`src/lslf_pkg.sv`:
```
// ----------------------------------------------------------------------------
// lslf_pkg: shared types and constants of the line fit
// Holds the fixed result format, the controller states and the command and
// status groups between the controller and the datapath.
// ----------------------------------------------------------------------------
package lslf_pkg;

  localparam int RESULT_WIDTH = 48;  // signed Q31.16 result
  localparam int FRAC_BITS    = 16;  // fraction bits of the result
  localparam int MIN_POINTS   = 3;   // fewest points that give a fit

  typedef enum logic [1:0] {
    FIT_OK       = 2'd0,
    FIT_FEW      = 2'd1,
    FIT_SINGULAR = 2'd2
  } fit_status_t;

  // product terms, in pairs: first term added, second term subtracted
  typedef enum logic [2:0] {
    OP_N_SXX  = 3'd0,
    OP_SX_SX  = 3'd1,
    OP_N_SXY  = 3'd2,
    OP_SX_SY  = 3'd3,
    OP_SY_SXX = 3'd4,
    OP_SX_SXY = 3'd5
  } mac_op_t;

  typedef enum logic [2:0] {
    S_ACCUM,
    S_CHECK,
    S_MAC,
    S_DEN,
    S_DIVSTART,
    S_DIV,
    S_ROUND,
    S_DONE
  } lslf_state_t;

  typedef struct packed {
    logic        acc_en;
    logic        clr_sums;
    logic        clr_acc;
    logic        mac_start;
    logic        mac_step;
    mac_op_t     mac_op;
    logic        load_den;
    logic        div_start;
    logic        div_step;
    logic        store_slope;
    logic        store_icpt;
    logic        load_out;
    fit_status_t out_status;
  } lslf_cmd_t;

  typedef struct packed {
    logic count_full;
    logic count_lt3;
    logic step_last;
    logic acc_zero;
  } lslf_sts_t;

endpackage

```
`src/lslf_point_if.sv`:
```
// ----------------------------------------------------------------------------
// lslf_point_if: input point channel
// One beat carries one (x, y) point and the end-of-run mark.
// ----------------------------------------------------------------------------
interface lslf_point_if #(
  parameter int SAMPLE_WIDTH = 16
) ();
  logic                           valid;
  logic                           ready;
  logic signed [SAMPLE_WIDTH-1:0] x_value;
  logic signed [SAMPLE_WIDTH-1:0] y_value;
  logic                           last_point;

  modport source (output valid, x_value, y_value, last_point, input ready);
  modport sink   (input valid, x_value, y_value, last_point, output ready);
endinterface

```
`src/lslf_result_if.sv`:
```
// ----------------------------------------------------------------------------
// lslf_result_if: fit result channel
// One beat carries slope, intercept and status of one run.
// ----------------------------------------------------------------------------
interface lslf_result_if import lslf_pkg::*; ();
  logic                           valid;
  logic                           ready;
  logic signed [RESULT_WIDTH-1:0] slope;
  logic signed [RESULT_WIDTH-1:0] intercept;
  fit_status_t                    fit_status;

  modport source (output valid, slope, intercept, fit_status, input ready);
  modport sink   (input valid, slope, intercept, fit_status, output ready);
endinterface

```
`src/least_squares_line_fit.sv`:
```
// ----------------------------------------------------------------------------
// least_squares_line_fit: one point a cycle while the controller accumulates;
// the fit itself is worked out by a bit-serial multiplier and divider.
// Fewer than three points, or a zero denominator, end the fit early.
// Synchronous reset clears the sums, the count and the controller.
// ----------------------------------------------------------------------------
module least_squares_line_fit import lslf_pkg::*; #(
  parameter int MAX_POINTS   = 1024,
  parameter int SAMPLE_WIDTH = 16
) (
  input logic           clk,
  input logic           rst,
  lslf_point_if.sink    points,
  lslf_result_if.source results
);

  // the controller owns the handshakes and the sequence of the fit,
  // the datapath owns every sum, product, quotient and the result register

  lslf_cmd_t cmd;
  lslf_sts_t sts;
  logic      out_valid;

  // points are taken one a beat while the controller sits in accumulation;
  // a held result does not stop accumulation of the next run, only the
  // hand-off of the next fit waits for the result register to drain
  lslf_ctrl u_ctrl (
    .clk       (clk),
    .rst       (rst),
    .in_valid  (points.valid),
    .in_last   (points.last_point),
    .in_ready  (points.ready),
    .out_valid (out_valid),
    .out_ready (results.ready),
    .sts       (sts),
    .cmd       (cmd)
  );

  // fit sequence in the datapath:
  //   den = n*Sxx - Sx*Sx            (two serial products into one accumulator)
  //   slope = (n*Sxy - Sx*Sy) * 2^16 / den
  //   intercept = (Sy*Sxx - Sx*Sxy) * 2^16 / den
  // each quotient is rounded to nearest with ties away from zero and
  // clamped to the signed 48-bit range
  lslf_dp #(
    .MAX_POINTS   (MAX_POINTS),
    .SAMPLE_WIDTH (SAMPLE_WIDTH)
  ) u_dp (
    .clk        (clk),
    .rst        (rst),
    .x_value    (points.x_value),
    .y_value    (points.y_value),
    .cmd        (cmd),
    .sts        (sts),
    .slope      (results.slope),
    .intercept  (results.intercept),
    .fit_status (results.fit_status)
  );

  // one result beat per marked point
  assign results.valid = out_valid;

endmodule

```
`src/lslf_ctrl.sv`:
```
// ----------------------------------------------------------------------------
// lslf_ctrl: line fit sequencer
// Steps the datapath through accumulation, the six serial products, the
// two serial divisions and the hand-off to the output register.
// ----------------------------------------------------------------------------
module lslf_ctrl import lslf_pkg::*; (
  input  logic      clk,
  input  logic      rst,
  input  logic      in_valid,
  input  logic      in_last,
  output logic      in_ready,
  output logic      out_valid,
  input  logic      out_ready,
  input  lslf_sts_t sts,
  output lslf_cmd_t cmd
);

  lslf_state_t state, state_next;
  mac_op_t     op, op_next;
  fit_status_t status_q, status_next;
  logic        out_free;

  assign out_free = !out_valid || out_ready;

  always_ff @(posedge clk) begin
    if (rst) begin
      state     <= S_ACCUM;
      op        <= OP_N_SXX;
      status_q  <= FIT_OK;
      out_valid <= 1'b0;
    end else begin
      state    <= state_next;
      op       <= op_next;
      status_q <= status_next;
      if (cmd.load_out) begin
        out_valid <= 1'b1;
      end else if (out_ready) begin
        out_valid <= 1'b0;
      end
    end
  end

  // next state
  always_comb begin
    state_next  = state;
    op_next     = op;
    status_next = status_q;
    case (state)
      S_ACCUM: begin
        if (in_valid && in_last) state_next = S_CHECK;
      end
      S_CHECK: begin
        if (sts.count_lt3) begin
          status_next = FIT_FEW;
          state_next  = S_DONE;
        end else begin
          op_next    = OP_N_SXX;
          state_next = S_MAC;
        end
      end
      S_MAC: begin
        if (sts.step_last) begin
          case (op)
            OP_N_SXX:  op_next = OP_SX_SX;
            OP_SX_SX:  state_next = S_DEN;
            OP_N_SXY:  op_next = OP_SX_SY;
            OP_SX_SY:  state_next = S_DIVSTART;
            OP_SY_SXX: op_next = OP_SX_SXY;
            OP_SX_SXY: state_next = S_DIVSTART;
            default:   state_next = S_ACCUM;
          endcase
        end
      end
      S_DEN: begin
        if (sts.acc_zero) begin
          status_next = FIT_SINGULAR;
          state_next  = S_DONE;
        end else begin
          op_next    = OP_N_SXY;
          state_next = S_MAC;
        end
      end
      S_DIVSTART: state_next = S_DIV;
      S_DIV: begin
        if (sts.step_last) state_next = S_ROUND;
      end
      S_ROUND: begin
        if (op == OP_SX_SY) begin
          op_next    = OP_SY_SXX;
          state_next = S_MAC;
        end else begin
          status_next = FIT_OK;
          state_next  = S_DONE;
        end
      end
      S_DONE: begin
        if (out_free) state_next = S_ACCUM;
      end
      default: state_next = S_ACCUM;
    endcase
  end

  // outputs
  always_comb begin
    cmd      = '0;
    in_ready = 1'b0;
    case (state)
      S_ACCUM: begin
        in_ready   = 1'b1;
        cmd.acc_en = in_valid && !sts.count_full;
      end
      S_CHECK: begin
        if (!sts.count_lt3) begin
          cmd.clr_acc   = 1'b1;
          cmd.mac_start = 1'b1;
          cmd.mac_op    = OP_N_SXX;
        end
      end
      S_MAC: begin
        cmd.mac_step = 1'b1;
        if (sts.step_last) begin
          case (op)
            OP_N_SXX: begin
              cmd.mac_start = 1'b1;
              cmd.mac_op    = OP_SX_SX;
            end
            OP_N_SXY: begin
              cmd.mac_start = 1'b1;
              cmd.mac_op    = OP_SX_SY;
            end
            OP_SY_SXX: begin
              cmd.mac_start = 1'b1;
              cmd.mac_op    = OP_SX_SXY;
            end
            default: cmd.mac_start = 1'b0;
          endcase
        end
      end
      S_DEN: begin
        cmd.load_den = 1'b1;
        if (!sts.acc_zero) begin
          cmd.clr_acc   = 1'b1;
          cmd.mac_start = 1'b1;
          cmd.mac_op    = OP_N_SXY;
        end
      end
      S_DIVSTART: cmd.div_start = 1'b1;
      S_DIV:      cmd.div_step  = 1'b1;
      S_ROUND: begin
        if (op == OP_SX_SY) begin
          cmd.store_slope = 1'b1;
          cmd.clr_acc     = 1'b1;
          cmd.mac_start   = 1'b1;
          cmd.mac_op      = OP_SY_SXX;
        end else begin
          cmd.store_icpt = 1'b1;
        end
      end
      S_DONE: begin
        if (out_free) begin
          cmd.load_out   = 1'b1;
          cmd.clr_sums   = 1'b1;
          cmd.out_status = status_q;
        end
      end
      default: cmd = '0;
    endcase
  end

`ifndef SYNTHESIS
  a_load_out_free: assert property (@(posedge clk) disable iff (rst)
    cmd.load_out |-> (!out_valid || out_ready))
    else $error("result register overwritten while held");

  a_last_starts_fit: assert property (@(posedge clk) disable iff (rst)
    (in_valid && in_ready && in_last) |=> (state == S_CHECK))
    else $error("last point did not start the fit");

  a_div_ends_in_store: assert property (@(posedge clk) disable iff (rst)
    (state == S_DIV && sts.step_last) |=> (cmd.store_slope || cmd.store_icpt))
    else $error("division finished without storing a quotient");
`endif

endmodule

```
`src/lslf_dp.sv`:
```
// ----------------------------------------------------------------------------
// lslf_dp: line fit datapath
// Running sums, a shift-add multiplier with add/subtract accumulator, a
// restoring divider with round and saturate, and the result register.
// ----------------------------------------------------------------------------
module lslf_dp import lslf_pkg::*; #(
  parameter int MAX_POINTS   = 1024,
  parameter int SAMPLE_WIDTH = 16
) (
  input  logic                           clk,
  input  logic                           rst,
  input  logic signed [SAMPLE_WIDTH-1:0] x_value,
  input  logic signed [SAMPLE_WIDTH-1:0] y_value,
  input  lslf_cmd_t                      cmd,
  output lslf_sts_t                      sts,
  output logic signed [RESULT_WIDTH-1:0] slope,
  output logic signed [RESULT_WIDTH-1:0] intercept,
  output fit_status_t                    fit_status
);

  localparam int CW  = $clog2(MAX_POINTS + 1);
  localparam int LW  = $clog2(MAX_POINTS);
  localparam int SX  = SAMPLE_WIDTH + LW;
  localparam int SXX = 2 * SAMPLE_WIDTH + LW;
  localparam int AW  = SX + SXX + 1;
  localparam int NW  = AW + FRAC_BITS;
  localparam int SCW = $clog2(NW);
  localparam int QW  = RESULT_WIDTH + 1;

  localparam logic [CW-1:0] MaxCount = CW'(MAX_POINTS);
  localparam logic [QW:0]   LimNeg   =
    {{(QW + 1 - RESULT_WIDTH){1'b0}}, 1'b1, {(RESULT_WIDTH - 1){1'b0}}};
  localparam logic [QW:0]   LimPos   = LimNeg - (QW + 1)'(1);

  // running sums
  logic        [CW-1:0]             count;
  logic signed [SX-1:0]             sum_x, sum_y;
  logic signed [SXX-1:0]            sum_xx, sum_xy;
  logic signed [2*SAMPLE_WIDTH-1:0] prod_xx, prod_xy;

  assign prod_xx = x_value * x_value;
  assign prod_xy = x_value * y_value;

  always_ff @(posedge clk) begin
    if (rst || cmd.clr_sums) begin
      count  <= '0;
      sum_x  <= '0;
      sum_y  <= '0;
      sum_xx <= '0;
      sum_xy <= '0;
    end else if (cmd.acc_en) begin
      count  <= count + CW'(1);
      sum_x  <= sum_x + SX'(x_value);
      sum_y  <= sum_y + SX'(y_value);
      sum_xx <= sum_xx + SXX'(prod_xx);
      sum_xy <= sum_xy + SXX'(prod_xy);
    end
  end

  // multiplier operand select
  logic signed [SX:0]   a_sel;
  logic        [SX:0]   a_abs;
  logic signed [AW-1:0] b_sel;
  logic                 op_sub;
  logic signed [SX:0]   n_ext;

  assign n_ext = $signed({{(SX + 1 - CW){1'b0}}, count});

  always_comb begin
    case (cmd.mac_op)
      OP_N_SXX: begin
        a_sel = n_ext;  b_sel = AW'(sum_xx);  op_sub = 1'b0;
      end
      OP_SX_SX: begin
        a_sel = (SX + 1)'(sum_x);  b_sel = AW'(sum_x);  op_sub = 1'b1;
      end
      OP_N_SXY: begin
        a_sel = n_ext;  b_sel = AW'(sum_xy);  op_sub = 1'b0;
      end
      OP_SX_SY: begin
        a_sel = (SX + 1)'(sum_x);  b_sel = AW'(sum_y);  op_sub = 1'b1;
      end
      OP_SY_SXX: begin
        a_sel = (SX + 1)'(sum_y);  b_sel = AW'(sum_xx);  op_sub = 1'b0;
      end
      OP_SX_SXY: begin
        a_sel = (SX + 1)'(sum_x);  b_sel = AW'(sum_xy);  op_sub = 1'b1;
      end
      default: begin
        a_sel = '0;  b_sel = '0;  op_sub = 1'b0;
      end
    endcase
  end

  assign a_abs = a_sel[SX] ? -a_sel : a_sel;

  // shared step counter for multiply and divide
  logic [SCW-1:0] step_cnt;

  always_ff @(posedge clk) begin
    if (rst) begin
      step_cnt <= '0;
    end else if (cmd.mac_start) begin
      step_cnt <= SCW'(SX - 1);
    end else if (cmd.div_start) begin
      step_cnt <= SCW'(NW - 1);
    end else if ((cmd.mac_step || cmd.div_step) && step_cnt != '0) begin
      step_cnt <= step_cnt - SCW'(1);
    end
  end

  // shift-add multiplier, one multiplier bit a cycle
  logic        [SX-1:0] mplier;
  logic signed [AW-1:0] mcand;
  logic signed [AW-1:0] acc;
  logic                 mac_sub;

  always_ff @(posedge clk) begin
    if (cmd.mac_start) begin
      mplier  <= a_abs[SX-1:0];
      mcand   <= b_sel;
      mac_sub <= op_sub ^ a_sel[SX];
    end else if (cmd.mac_step) begin
      mplier <= mplier >> 1;
      mcand  <= mcand <<< 1;
    end
  end

  always_ff @(posedge clk) begin
    if (cmd.clr_acc) begin
      acc <= '0;
    end else if (cmd.mac_step && mplier[0]) begin
      acc <= mac_sub ? (acc - mcand) : (acc + mcand);
    end
  end

  // restoring divider, one quotient bit a cycle
  logic [AW-1:0] den, dvd, rem;
  logic [AW:0]   rem_sh, rem_diff;
  logic          rem_ge;
  logic [QW-1:0] quo;
  logic          ovf, neg;

  assign rem_sh   = {rem, dvd[AW-1]};
  assign rem_ge   = rem_sh >= {1'b0, den};
  assign rem_diff = rem_sh - {1'b0, den};

  always_ff @(posedge clk) begin
    if (cmd.load_den) begin
      den <= acc;
    end
    if (cmd.div_start) begin
      neg <= acc[AW-1];
      dvd <= acc[AW-1] ? (-acc) : acc;
      rem <= '0;
      quo <= '0;
      ovf <= 1'b0;
    end else if (cmd.div_step) begin
      dvd <= dvd << 1;
      rem <= rem_ge ? rem_diff[AW-1:0] : rem_sh[AW-1:0];
      quo <= {quo[QW-2:0], rem_ge};
      ovf <= ovf | quo[QW-1];
    end
  end

  // round to nearest, ties away from zero, then clamp
  logic          rnd_up, q_sat;
  logic [QW:0]   q_rnd, q_lim, q_mag, q_val;

  assign rnd_up = {rem, 1'b0} >= {1'b0, den};
  assign q_rnd  = {1'b0, quo} + (QW + 1)'(rnd_up);
  assign q_lim  = neg ? LimNeg : LimPos;
  assign q_sat  = ovf || (q_rnd > q_lim);
  assign q_mag  = q_sat ? q_lim : q_rnd;
  assign q_val  = neg ? (-q_mag) : q_mag;

  logic signed [RESULT_WIDTH-1:0] slope_w, icpt_w;

  always_ff @(posedge clk) begin
    if (cmd.store_slope) slope_w <= q_val[RESULT_WIDTH-1:0];
    if (cmd.store_icpt)  icpt_w  <= q_val[RESULT_WIDTH-1:0];
  end

  // result register
  always_ff @(posedge clk) begin
    if (cmd.load_out) begin
      slope      <= (cmd.out_status == FIT_OK) ? slope_w : '0;
      intercept  <= (cmd.out_status == FIT_OK) ? icpt_w : '0;
      fit_status <= cmd.out_status;
    end
  end

  assign sts.count_full = (count == MaxCount);
  assign sts.count_lt3  = (count < CW'(MIN_POINTS));
  assign sts.step_last  = (step_cnt == '0);
  assign sts.acc_zero   = (acc == '0);

`ifndef SYNTHESIS
  a_den_not_negative: assert property (@(posedge clk) disable iff (rst)
    cmd.load_den |-> !acc[AW-1])
    else $error("negative denominator");
`endif

endmodule
```
`src/flat_wrapper.sv`:
```
// flat-port wrapper written by rule: the top's interface ports become plain ports
module least_squares_line_fit_flat import lslf_pkg::*;
#(
  parameter int MAX_POINTS   = 1024,
  parameter int SAMPLE_WIDTH = 16
)
  (clk, rst, points_valid, points_x_value, points_y_value, points_last_point, points_ready, results_valid, results_slope, results_intercept, results_fit_status, results_ready);
  lslf_point_if #(.SAMPLE_WIDTH(SAMPLE_WIDTH)) points_i ();
  lslf_result_if results_i ();
  input logic clk;
  input logic rst;
  input wire logic [$bits(points_i.valid)-1:0] points_valid;
  input wire logic [$bits(points_i.x_value)-1:0] points_x_value;
  input wire logic [$bits(points_i.y_value)-1:0] points_y_value;
  input wire logic [$bits(points_i.last_point)-1:0] points_last_point;
  output wire logic [$bits(points_i.ready)-1:0] points_ready;
  output wire logic [$bits(results_i.valid)-1:0] results_valid;
  output wire logic [$bits(results_i.slope)-1:0] results_slope;
  output wire logic [$bits(results_i.intercept)-1:0] results_intercept;
  output wire logic [$bits(results_i.fit_status)-1:0] results_fit_status;
  input wire logic [$bits(results_i.ready)-1:0] results_ready;
  assign points_i.valid = points_valid;
  assign points_i.x_value = points_x_value;
  assign points_i.y_value = points_y_value;
  assign points_i.last_point = points_last_point;
  assign points_ready = points_i.ready;
  assign results_valid = results_i.valid;
  assign results_slope = results_i.slope;
  assign results_intercept = results_i.intercept;
  assign results_fit_status = results_i.fit_status;
  assign results_i.ready = results_ready;
  least_squares_line_fit #(.MAX_POINTS(MAX_POINTS), .SAMPLE_WIDTH(SAMPLE_WIDTH)) u_core (.clk(clk), .rst(rst), .points(points_i), .results(results_i));
endmodule
```
`config.mk`:
```
export PLATFORM = sky130hd
export DESIGN_NAME = least_squares_line_fit_flat
export DESIGN_NICKNAME = d
export VERILOG_FILES = /design/src/lslf_pkg.sv /design/src/lslf_point_if.sv /design/src/lslf_result_if.sv /design/src/least_squares_line_fit.sv /design/src/lslf_ctrl.sv /design/src/lslf_dp.sv /design/src/flat_wrapper.sv
export SDC_FILE = /design/constraint.sdc
export NUM_CORES = 2
export LEC_CHECK = 0
export BUFFER_PORTS_ARGS = -buffer_cell sky130_fd_sc_hd__clkbuf_2
export CAP_MARGIN = 15
export CORE_ASPECT_RATIO = 0.7
export CORE_MARGIN = 5
export CORE_UTILIZATION = 59
export DETAILED_ROUTE_END_ITERATION = 10
export GPL_TIMING_DRIVEN = 1
export HOLD_SLACK_MARGIN = 0.1
export PLACE_DENSITY = 0.79
export SLEW_MARGIN = 20
export SYNTH_ARGS = -nofsm -noshare
export SYNTH_HDL_FRONTEND = slang
export SYNTH_SLANG_ARGS = --single-unit
```
`constraint.sdc`:
```
create_clock -name clk -period 7.6 [get_ports clk]
set_clock_uncertainty 0.15 [all_clocks]
set_input_delay 1.14 -clock clk [delete_from_list [all_inputs] [get_ports clk]]
set_output_delay 1.14 -clock clk [all_outputs]
set_load 0.01 [all_outputs]
```
Word-level counts from Yosys, hierarchy flattened --
Index checks and enable logic that the tools add are counted. W data, S select, Z words.
Storage, ports and cells: output and inout port bits 100, register bits after elaboration 780, latch bits 0, bits in read-only memories 0, memories kept 0, input port bits 37, logic and storage cells 178, memory bits (writable) 0
Cells by class: mux-type cells 65, bitwise gates (word level) 2, shift operators 0, $lt $le $gt $ge 4, equality and inequality tests 30, reductions and logical operators 35, add/sub/neg operators 13, div/mod/pow operators 0, $mul 2
Operators by type and width (count):
- $mux W69 | 7
- $pmux W69 S4 | 1
- $mux W48 | 3
- $ge A70 B69 Y1 | 2
- $sub A69 B69 Y69 | 2
- $add A42 B32 Y42 | 2
- $pmux W27 S3 | 1
- $mux W26 | 3
- $add A69 B69 Y69 | 1
- $logic_not A69 Y1 | 1
- $neg A69 Y69 | 1
- $mul A16 B16 Y32 | 2
- $add A26 B16 Y26 | 2
- $add A49 B1 Y50 | 1
- $gt A50 B48 Y1 | 1
- $neg A48 Y48 | 1
- $mux W3 | 15
- $pmux W3 S3 | 4
- $neg A26 Y26 | 1
- $eq A3 B3 Y1 const B | 8
- $pmux W3 S8 | 1
- $eq A3 B2 Y1 const B | 6
- $ne A2 B2 Y1 const B | 9
- $mux W2 | 8
- 31 further kinds | 68

Longest topological paths before layout --
depth after elaboration 10, depth in mapped cells 43, mapped depth without buffers 40

Modules after synthesis --
From an unflattened synthesis, not the netlist that was laid out.
Unflattened totals: cells, all modules 7648, area, all modules 70871.7 um^2
Modules (own cells, without submodules):
- lslf_dp | sequential area each 19728.9 um^2, area an instance 70164.8 um^2, cells each 7558, times used 1
- lslf_ctrl | sequential area each 180.2 um^2, area an instance 706.9 um^2, cells each 90, times used 1

Worst setup path after synthesis --
Ideal clock, no wire load.
path kind register -> register, from register u_core.u_dp.den[25], to register u_core.u_dp.icpt_w[42] (data pin), data required time 7.188 ns, slack -0.651 ns, stages on the path, launching flop included 37, data arrival time 7.838 ns, setup time 0.262 ns, path through edfxtp_1 > inv_1 > ha_1 > and3_1 > and3_1 > and2_1 > inv_1 > or4_1 > o31ai_1 > ha_1 > ha_1 > and4_1 > clkbuf_1 > nand3_1 > nor3_1 > and4bb_2 > nand3_1 > xnor2_1 > ha_1 > nand4_1 > nor3_1 > a211oi_1 > o21ai_0 > a21oi_1 > nand4_1 > a211oi_1 > clkbuf_1 > a21oi_1 > inv_1 > ha_1 > and2_1 > and4bb_2 > nand3_1 > or2_2 > or3_1 > a211oi_1 > nor2_1
Between the ends: word-level cells in the longest chain between the ends 7
RTL lines:
- start, declared | RTL line lslf_dp.sv:138 | logic [AW-1:0] den, dvd, rem;
- start signal, assigned | RTL line lslf_dp.sv:150 | den <= acc;
- $ge A70 B69 Y1 (*) | RTL line lslf_dp.sv:170 | assign rnd_up = {rem, 1'b0} >= {1'b0, den};
- $add A49 B1 Y50 (*) | RTL line lslf_dp.sv:171 | assign q_rnd = {1'b0, quo} + (QW + 1)'(rnd_up);
- $gt A50 B48 Y1 | RTL line lslf_dp.sv:173 | assign q_sat = ovf || (q_rnd > q_lim);
- $logic_or A1 B1 Y1 | RTL line lslf_dp.sv:173
- $mux W48 (*) | RTL line lslf_dp.sv:174 | assign q_mag = q_sat ? q_lim : q_rnd;
- named net u_core.u_dp.q_mag[0] | RTL line lslf_dp.sv:168 | logic [QW:0] q_rnd, q_lim, q_mag, q_val;
- $neg A48 Y48 (*) | RTL line lslf_dp.sv:175 | assign q_val = neg ? (-q_mag) : q_mag;
- $mux W48 (*) | RTL line lslf_dp.sv:175
- named net u_core.u_dp.q_val[42] | RTL line lslf_dp.sv:168
- end signal, assigned | RTL line lslf_dp.sv:181 | if (cmd.store_icpt) icpt_w <= q_val[RESULT_WIDTH-1:0];
- end, declared | RTL line lslf_dp.sv:177 | logic signed [RESULT_WIDTH-1:0] slope_w, icpt_w;
Mark *: on every way through the listed nets, which the timed path passes. The rest lies on a longest branch. A chain may end at the register's enable or synchronous reset.

Final worst setup path --
from register u_core.u_dp.den[27], to register u_core.u_dp.slope_w[44] (data pin)
Between the ends: word-level cells in the longest chain between the ends 7
RTL lines:
- $ge A70 B69 Y1 (*) | RTL line lslf_dp.sv:170
- $add A49 B1 Y50 (*) | RTL line lslf_dp.sv:171
- $gt A50 B48 Y1 | RTL line lslf_dp.sv:173
- $logic_or A1 B1 Y1 | RTL line lslf_dp.sv:173
- $mux W48 (*) | RTL line lslf_dp.sv:174
- named net u_core.u_dp.q_mag[0] | RTL line lslf_dp.sv:168
- $neg A48 Y48 (*) | RTL line lslf_dp.sv:175
- $mux W48 (*) | RTL line lslf_dp.sv:175
- named net u_core.u_dp.q_val[44] | RTL line lslf_dp.sv:168
- end signal, assigned | RTL line lslf_dp.sv:180 | if (cmd.store_slope) slope_w <= q_val[RESULT_WIDTH-1:0];
- end, declared | RTL line lslf_dp.sv:177
Marks and branches as above.

==> summary.log <==
[sta] Fmax 131.1 MHz
[critical_path] FF-to-FF End u_core.u_dp.slope_w[44]$_DFFE_PP_
[synthesis] combined area of all synthesized cells 69850 sq um
[cts] clock-pin transition on the worst setup and hold timing paths 0.06 ns
[min_path] Hold EP u_core.u_dp.quo[48]$_SDFFE_PP0P_
[floorplan] num rows 105
[synthesis] proportion of netlist area held by the largest area contributor 0.1877
[global_route] pin count of the biggest net entering global routing 120
[sta] unrepaired setup endpoints after global routing yes
[layout] fill cell instance count of the final layout 8950
[critical_path] CP Max Fanout 4
[detailed_routing] final routed wire length divided by cell count 20.14 microns
[global_route] global router's overall resource usage 0.3126
[critical_path] number of buffer and inverter instances along the worst setup path 6
[critical_path] Setup crit start kind flop
[cts] cell chosen for the clock root sky130_fd_sc_hd__clkbuf_16
[synthesis] post-synthesis compound-gate area fraction 0.1492
[synthesis] dominant combinational cell family by area after synthesis adder cells
[synthesis] mux cell area share after synthesis 0.007936
[cts] hold buffer count at CTS 0
[synthesis] portion of the post-synthesis area used by sequential elements 0.2850
[sta] summed negative setup slack over all endpoints -0.02723 ns
[synthesis] cell taking the most area after synthesis sky130_fd_sc_hd__fa_1
[floorplan] number of top-level design ports 137
[critical_path] crit path capture type flop
[critical_path] critical setup path kind reg -> reg
[synthesis] share of synthesized cell area in full adder, half adder and majority cells 0.2759
[synthesis] count of synthesis-stage warnings from yosys 0
[critical_path] family of cells with the greatest summed delay on the critical path simple AND/OR/NAND/NOR gates
[floorplan] floorplan core area 117300 sq um
[floorplan] Die Y-Extent 297.9 microns
[global_route] vias in the first global route 58017
[floorplan] Initial Utilization 0.5954
[sta] max-slew violation count 0
[critical_path] reg2reg start u_core.u_dp.den[27]$_DFFE_PP_
[synthesis] Avg Inst Size Synth 9.086 sq um
[detailed_routing] Iter 0 DRT Violations 6428
[layout] final-stage net count 9426
[floorplan] horizontal extent of the die 421.2 microns
[floorplan] overall die area 125500 sq um
[sta] Worst Slack Setup Final -0.02723 ns
[synthesis] Post-Synth Simple-Gate Area 0.1617
[global_route] global-route wire length before repair 318.5 mm
[placement] Buffers on Ports 136
[job] count of max-cap constraint violations 0
[synthesis] most used flip-flop cell after synthesis sky130_fd_sc_hd__edfxtp_1
[min_path] worst hold start u_core.u_dp.quo[48]$_SDFFE_PP0P_
[detailed_routing] drt first pass iters 6
[sta] count of endpoints failing setup in the final report 1
[cts] total CTS buffers 78
[cts] number of clock sinks 780
[placement] HPWL after detailed placement 152.6 mm
[synthesis] proportion of register bits with asynchronous set or reset after synthesis 0
[critical_path] CP max stage delay 0.58 ns
[critical_path] r2r setup slk -0.03 ns
[sta] Min Clock Period, post-route 7.627 ns
[synthesis] Post-synth EDFFs 429
[critical_path] number of cells traversed by the worst register-to-register path 38
[synthesis] number of cells produced by synthesis 7687
[detailed_routing] number of nets with antenna violations after detailed routing 0
[detailed_routing] drt drc 0
[detailed_routing] Routed Wire Length 198.6 mm
[critical_path] data arrival time at the worst-slack endpoint 7.90 ns
[sta] Max transition margin 0.2401
[layout] final cell area excluding filler cells 79950 sq um
[critical_path] cell at the slowest stage of the critical path sky130_fd_sc_hd__or4_4
[layout] area used by multi-input combinational logic 46370 sq um
[global_route] number of antenna violations at the first check in global routing 2
[sta] transition time at the pin with the least slew margin 1.140 ns
[layout] fraction of layout instances using a drive strength above 1 0.1372
[placement] DP Area 76310 sq um
[cts] latest clock arrival within the worst-skew pair 0.69 ns
[detailed_routing] routed vias/inst 6.016
[layout] footprint of the flip-flops and latches 19910 sq um
[sta] Hold Violations, Final 0
[cts] maximum clock path buffer count 3
[layout] post-synthesis to final-layout area growth 14.46%
[synthesis] flip-flop and latch count after synthesis 780
[synthesis] cell types occupying the most area after synthesis sky130_fd_sc_hd__fa_1 19%, sky130_fd_sc_hd__edfxtp_1 18%, sky130_fd_sc_hd__dfxtp_1 10%, sky130_fd_sc_hd__ha_1 8.8%, sky130_fd_sc_hd__nand2_1 5.2%
[cts] CTS tree built
[synthesis] area share of xor/xnor cells in the synthesized design 0.05693
[synthesis] syn_nets 8871
[sta] crit share post-route 1.004
[detailed_routing] detailed-route via count 59319
[outcome] violations in the final reports setup timing
[critical_path] critical path depth 38
[global_route] remaining global-route overflow 0
[critical_path] required time at the endpoint of the critical path 7.88 ns
[critical_path] CP Launch Point u_core.u_dp.den[27]$_DFFE_PP_
[placement] final weighted congestion in routability-driven placement 0.9777
[min_path] instance count along the most critical hold path 2
[min_path] Worst Hold Class reg -> reg
[cts] Clock H-tree levels 3
[synthesis] Netlist cell types 89
[outcome] result of the run complete, but fails checks
worst min-delay path: stages, from the launching register on:
cell and delay (ns):
sky130_fd_sc_hd__dfxtp_1 0.33, sky130_fd_sc_hd__nand2_1 0.06, sky130_fd_sc_hd__nand2_1 0.04
layout by cell type (no fill, tap or decap), types with 82 or more instances in the layout:
cell / netlist / final
sky130_fd_sc_hd__ha_1: 492 / 479
sky130_fd_sc_hd__xnor2_1: 268 / 260
sky130_fd_sc_hd__inv_1: 806 / 800
sky130_fd_sc_hd__nor2_1: 466 / 460
sky130_fd_sc_hd__fa_1: 655 / 650
sky130_fd_sc_hd__o21ai_0: 399 / 387
sky130_fd_sc_hd__nor3_1: 121 / 110
sky130_fd_sc_hd__a21o_1: 183 / 182
sky130_fd_sc_hd__a21oi_1: 586 / 569
sky130_fd_sc_hd__nand2_1: 960 / 956
sky130_fd_sc_hd__nand3_1: 173 / 166
sky130_fd_sc_hd__buf_4: 8 / 670
sky130_fd_sc_hd__and2_1: 273 / 268
sky130_fd_sc_hd__clkbuf_16: 0 / 82
sky130_fd_sc_hd__edfxtp_1: 429 / 429
sky130_fd_sc_hd__xor2_1: 186 / 180
sky130_fd_sc_hd__dfxtp_1: 351 / 348
sky130_fd_sc_hd__clkbuf_2: 0 / 133
how the worst max path moves through the flow:
stage and end:
2_1_floorplan u_core.u_dp.icpt_w[42]$_DFFE_PP_, 3_3_place_gp u_core.u_dp.sum_xy[40]$_SDFFE_PP0P_, 3_5_place_dp u_core.u_dp.sum_xy[40]$_SDFFE_PP0P_, 4_1_cts u_core.u_dp.slope_w[44]$_DFFE_PP_
5_1_grt u_core.u_dp.slope_w[44]$_DFFE_PP_, 6_report u_core.u_dp.slope_w[44]$_DFFE_PP_
repair_timing:
item / CTS / global route
buffers inserted: 50 / 13
setup endpoints to repair: 53 / 68
gates resized for setup: 54 / 77
pin swaps: 27 / 46
cell type report:
| type | instances | area share |
|---|---|---|
| antenna | 2 | 0.00006260 |
| inverter | 811 | 0.03811 |
| clock buffer | 105 | 0.02729 |
| sequential | 780 | 0.2491 |
| tap | 1551 | 0.02427 |
| timing repair buffer | 826 | 0.07600 |
| multi-input combinational | 5745 | 0.5800 |
| clock inverter | 41 | 0.005196 |
synthesized netlist by cell type (25+ instances only):
master / number
sky130_fd_sc_hd__nor2b_1: 49
sky130_fd_sc_hd__a21oi_1: 586
sky130_fd_sc_hd__o21bai_1: 37
sky130_fd_sc_hd__xor2_1: 186
sky130_fd_sc_hd__mux2i_1: 52
sky130_fd_sc_hd__nand2_1: 960
sky130_fd_sc_hd__or3_1: 57
sky130_fd_sc_hd__dfxtp_1: 351
sky130_fd_sc_hd__nor4_1: 30
sky130_fd_sc_hd__nand4_1: 63
sky130_fd_sc_hd__o21a_1: 34
sky130_fd_sc_hd__nor2_1: 466
sky130_fd_sc_hd__nand2b_1: 51
sky130_fd_sc_hd__o31ai_1: 54
sky130_fd_sc_hd__and3_1: 54
sky130_fd_sc_hd__inv_1: 806
sky130_fd_sc_hd__a41oi_1: 29
sky130_fd_sc_hd__a31oi_1: 63
sky130_fd_sc_hd__clkbuf_1: 306
sky130_fd_sc_hd__buf_1: 25
sky130_fd_sc_hd__a21o_1: 183
sky130_fd_sc_hd__edfxtp_1: 429
sky130_fd_sc_hd__and2_1: 273
sky130_fd_sc_hd__o21ai_0: 399
sky130_fd_sc_hd__a211oi_1: 44
sky130_fd_sc_hd__nor3_1: 121
sky130_fd_sc_hd__ha_1: 492
sky130_fd_sc_hd__xnor2_1: 268
sky130_fd_sc_hd__nand3_1: 173
sky130_fd_sc_hd__fa_1: 655
sky130_fd_sc_hd__a22oi_1: 33
sky130_fd_sc_hd__a221oi_1: 33
state kept, by name (all words and copies together) (netlist names), 48 cells and up:
signal                 flops
u_core.u_dp.slope_w       48
u_core.u_dp.dvd           69
u_core.u_dp.rem           69
u_core.u_dp.icpt_w        48
u_core.u_dp.acc           69
u_core.u_dp.intercept     48
u_core.u_dp.den           69
u_core.u_dp.slope         48
u_core.u_dp.mcand         69
u_core.u_dp.quo           49
cells by family after synthesis:
logic type | Yosys count
AND/OR/NAND/NOR | 2400
AO/OA/AOI/OAI | 1689
buffers and inverters | 1162
adder cells (fa/ha/maj) | 1147
flip-flops | 780
XOR/XNOR | 454
multiplexers | 55
per-layer routing:
metal  wire (microns)  GRT usage
met1            87960     0.4692
met2            84860     0.4635
met4             5123    0.08053
met5                0          0
met3            20690    0.06483
through the flow:
stage,utilization,hold WS (ns),instances,setup WS (ns)
final,0.6814,0.3256,9861,-0.02723
after global routing,0.6814,0.3572,9859,-0.3159
after CTS,0.6780,0.3252,9852,-0.02580
after detailed placement,0.6504,0.3102,9656,-0.7596
after global placement,0.6504,0.3031,9656,-0.6619
after floorplan,-,0.2913,7687,0.006460
Power is not shown: default switching activity piles up to over one toggle a cycle in this logic, so the estimate is an artifact.
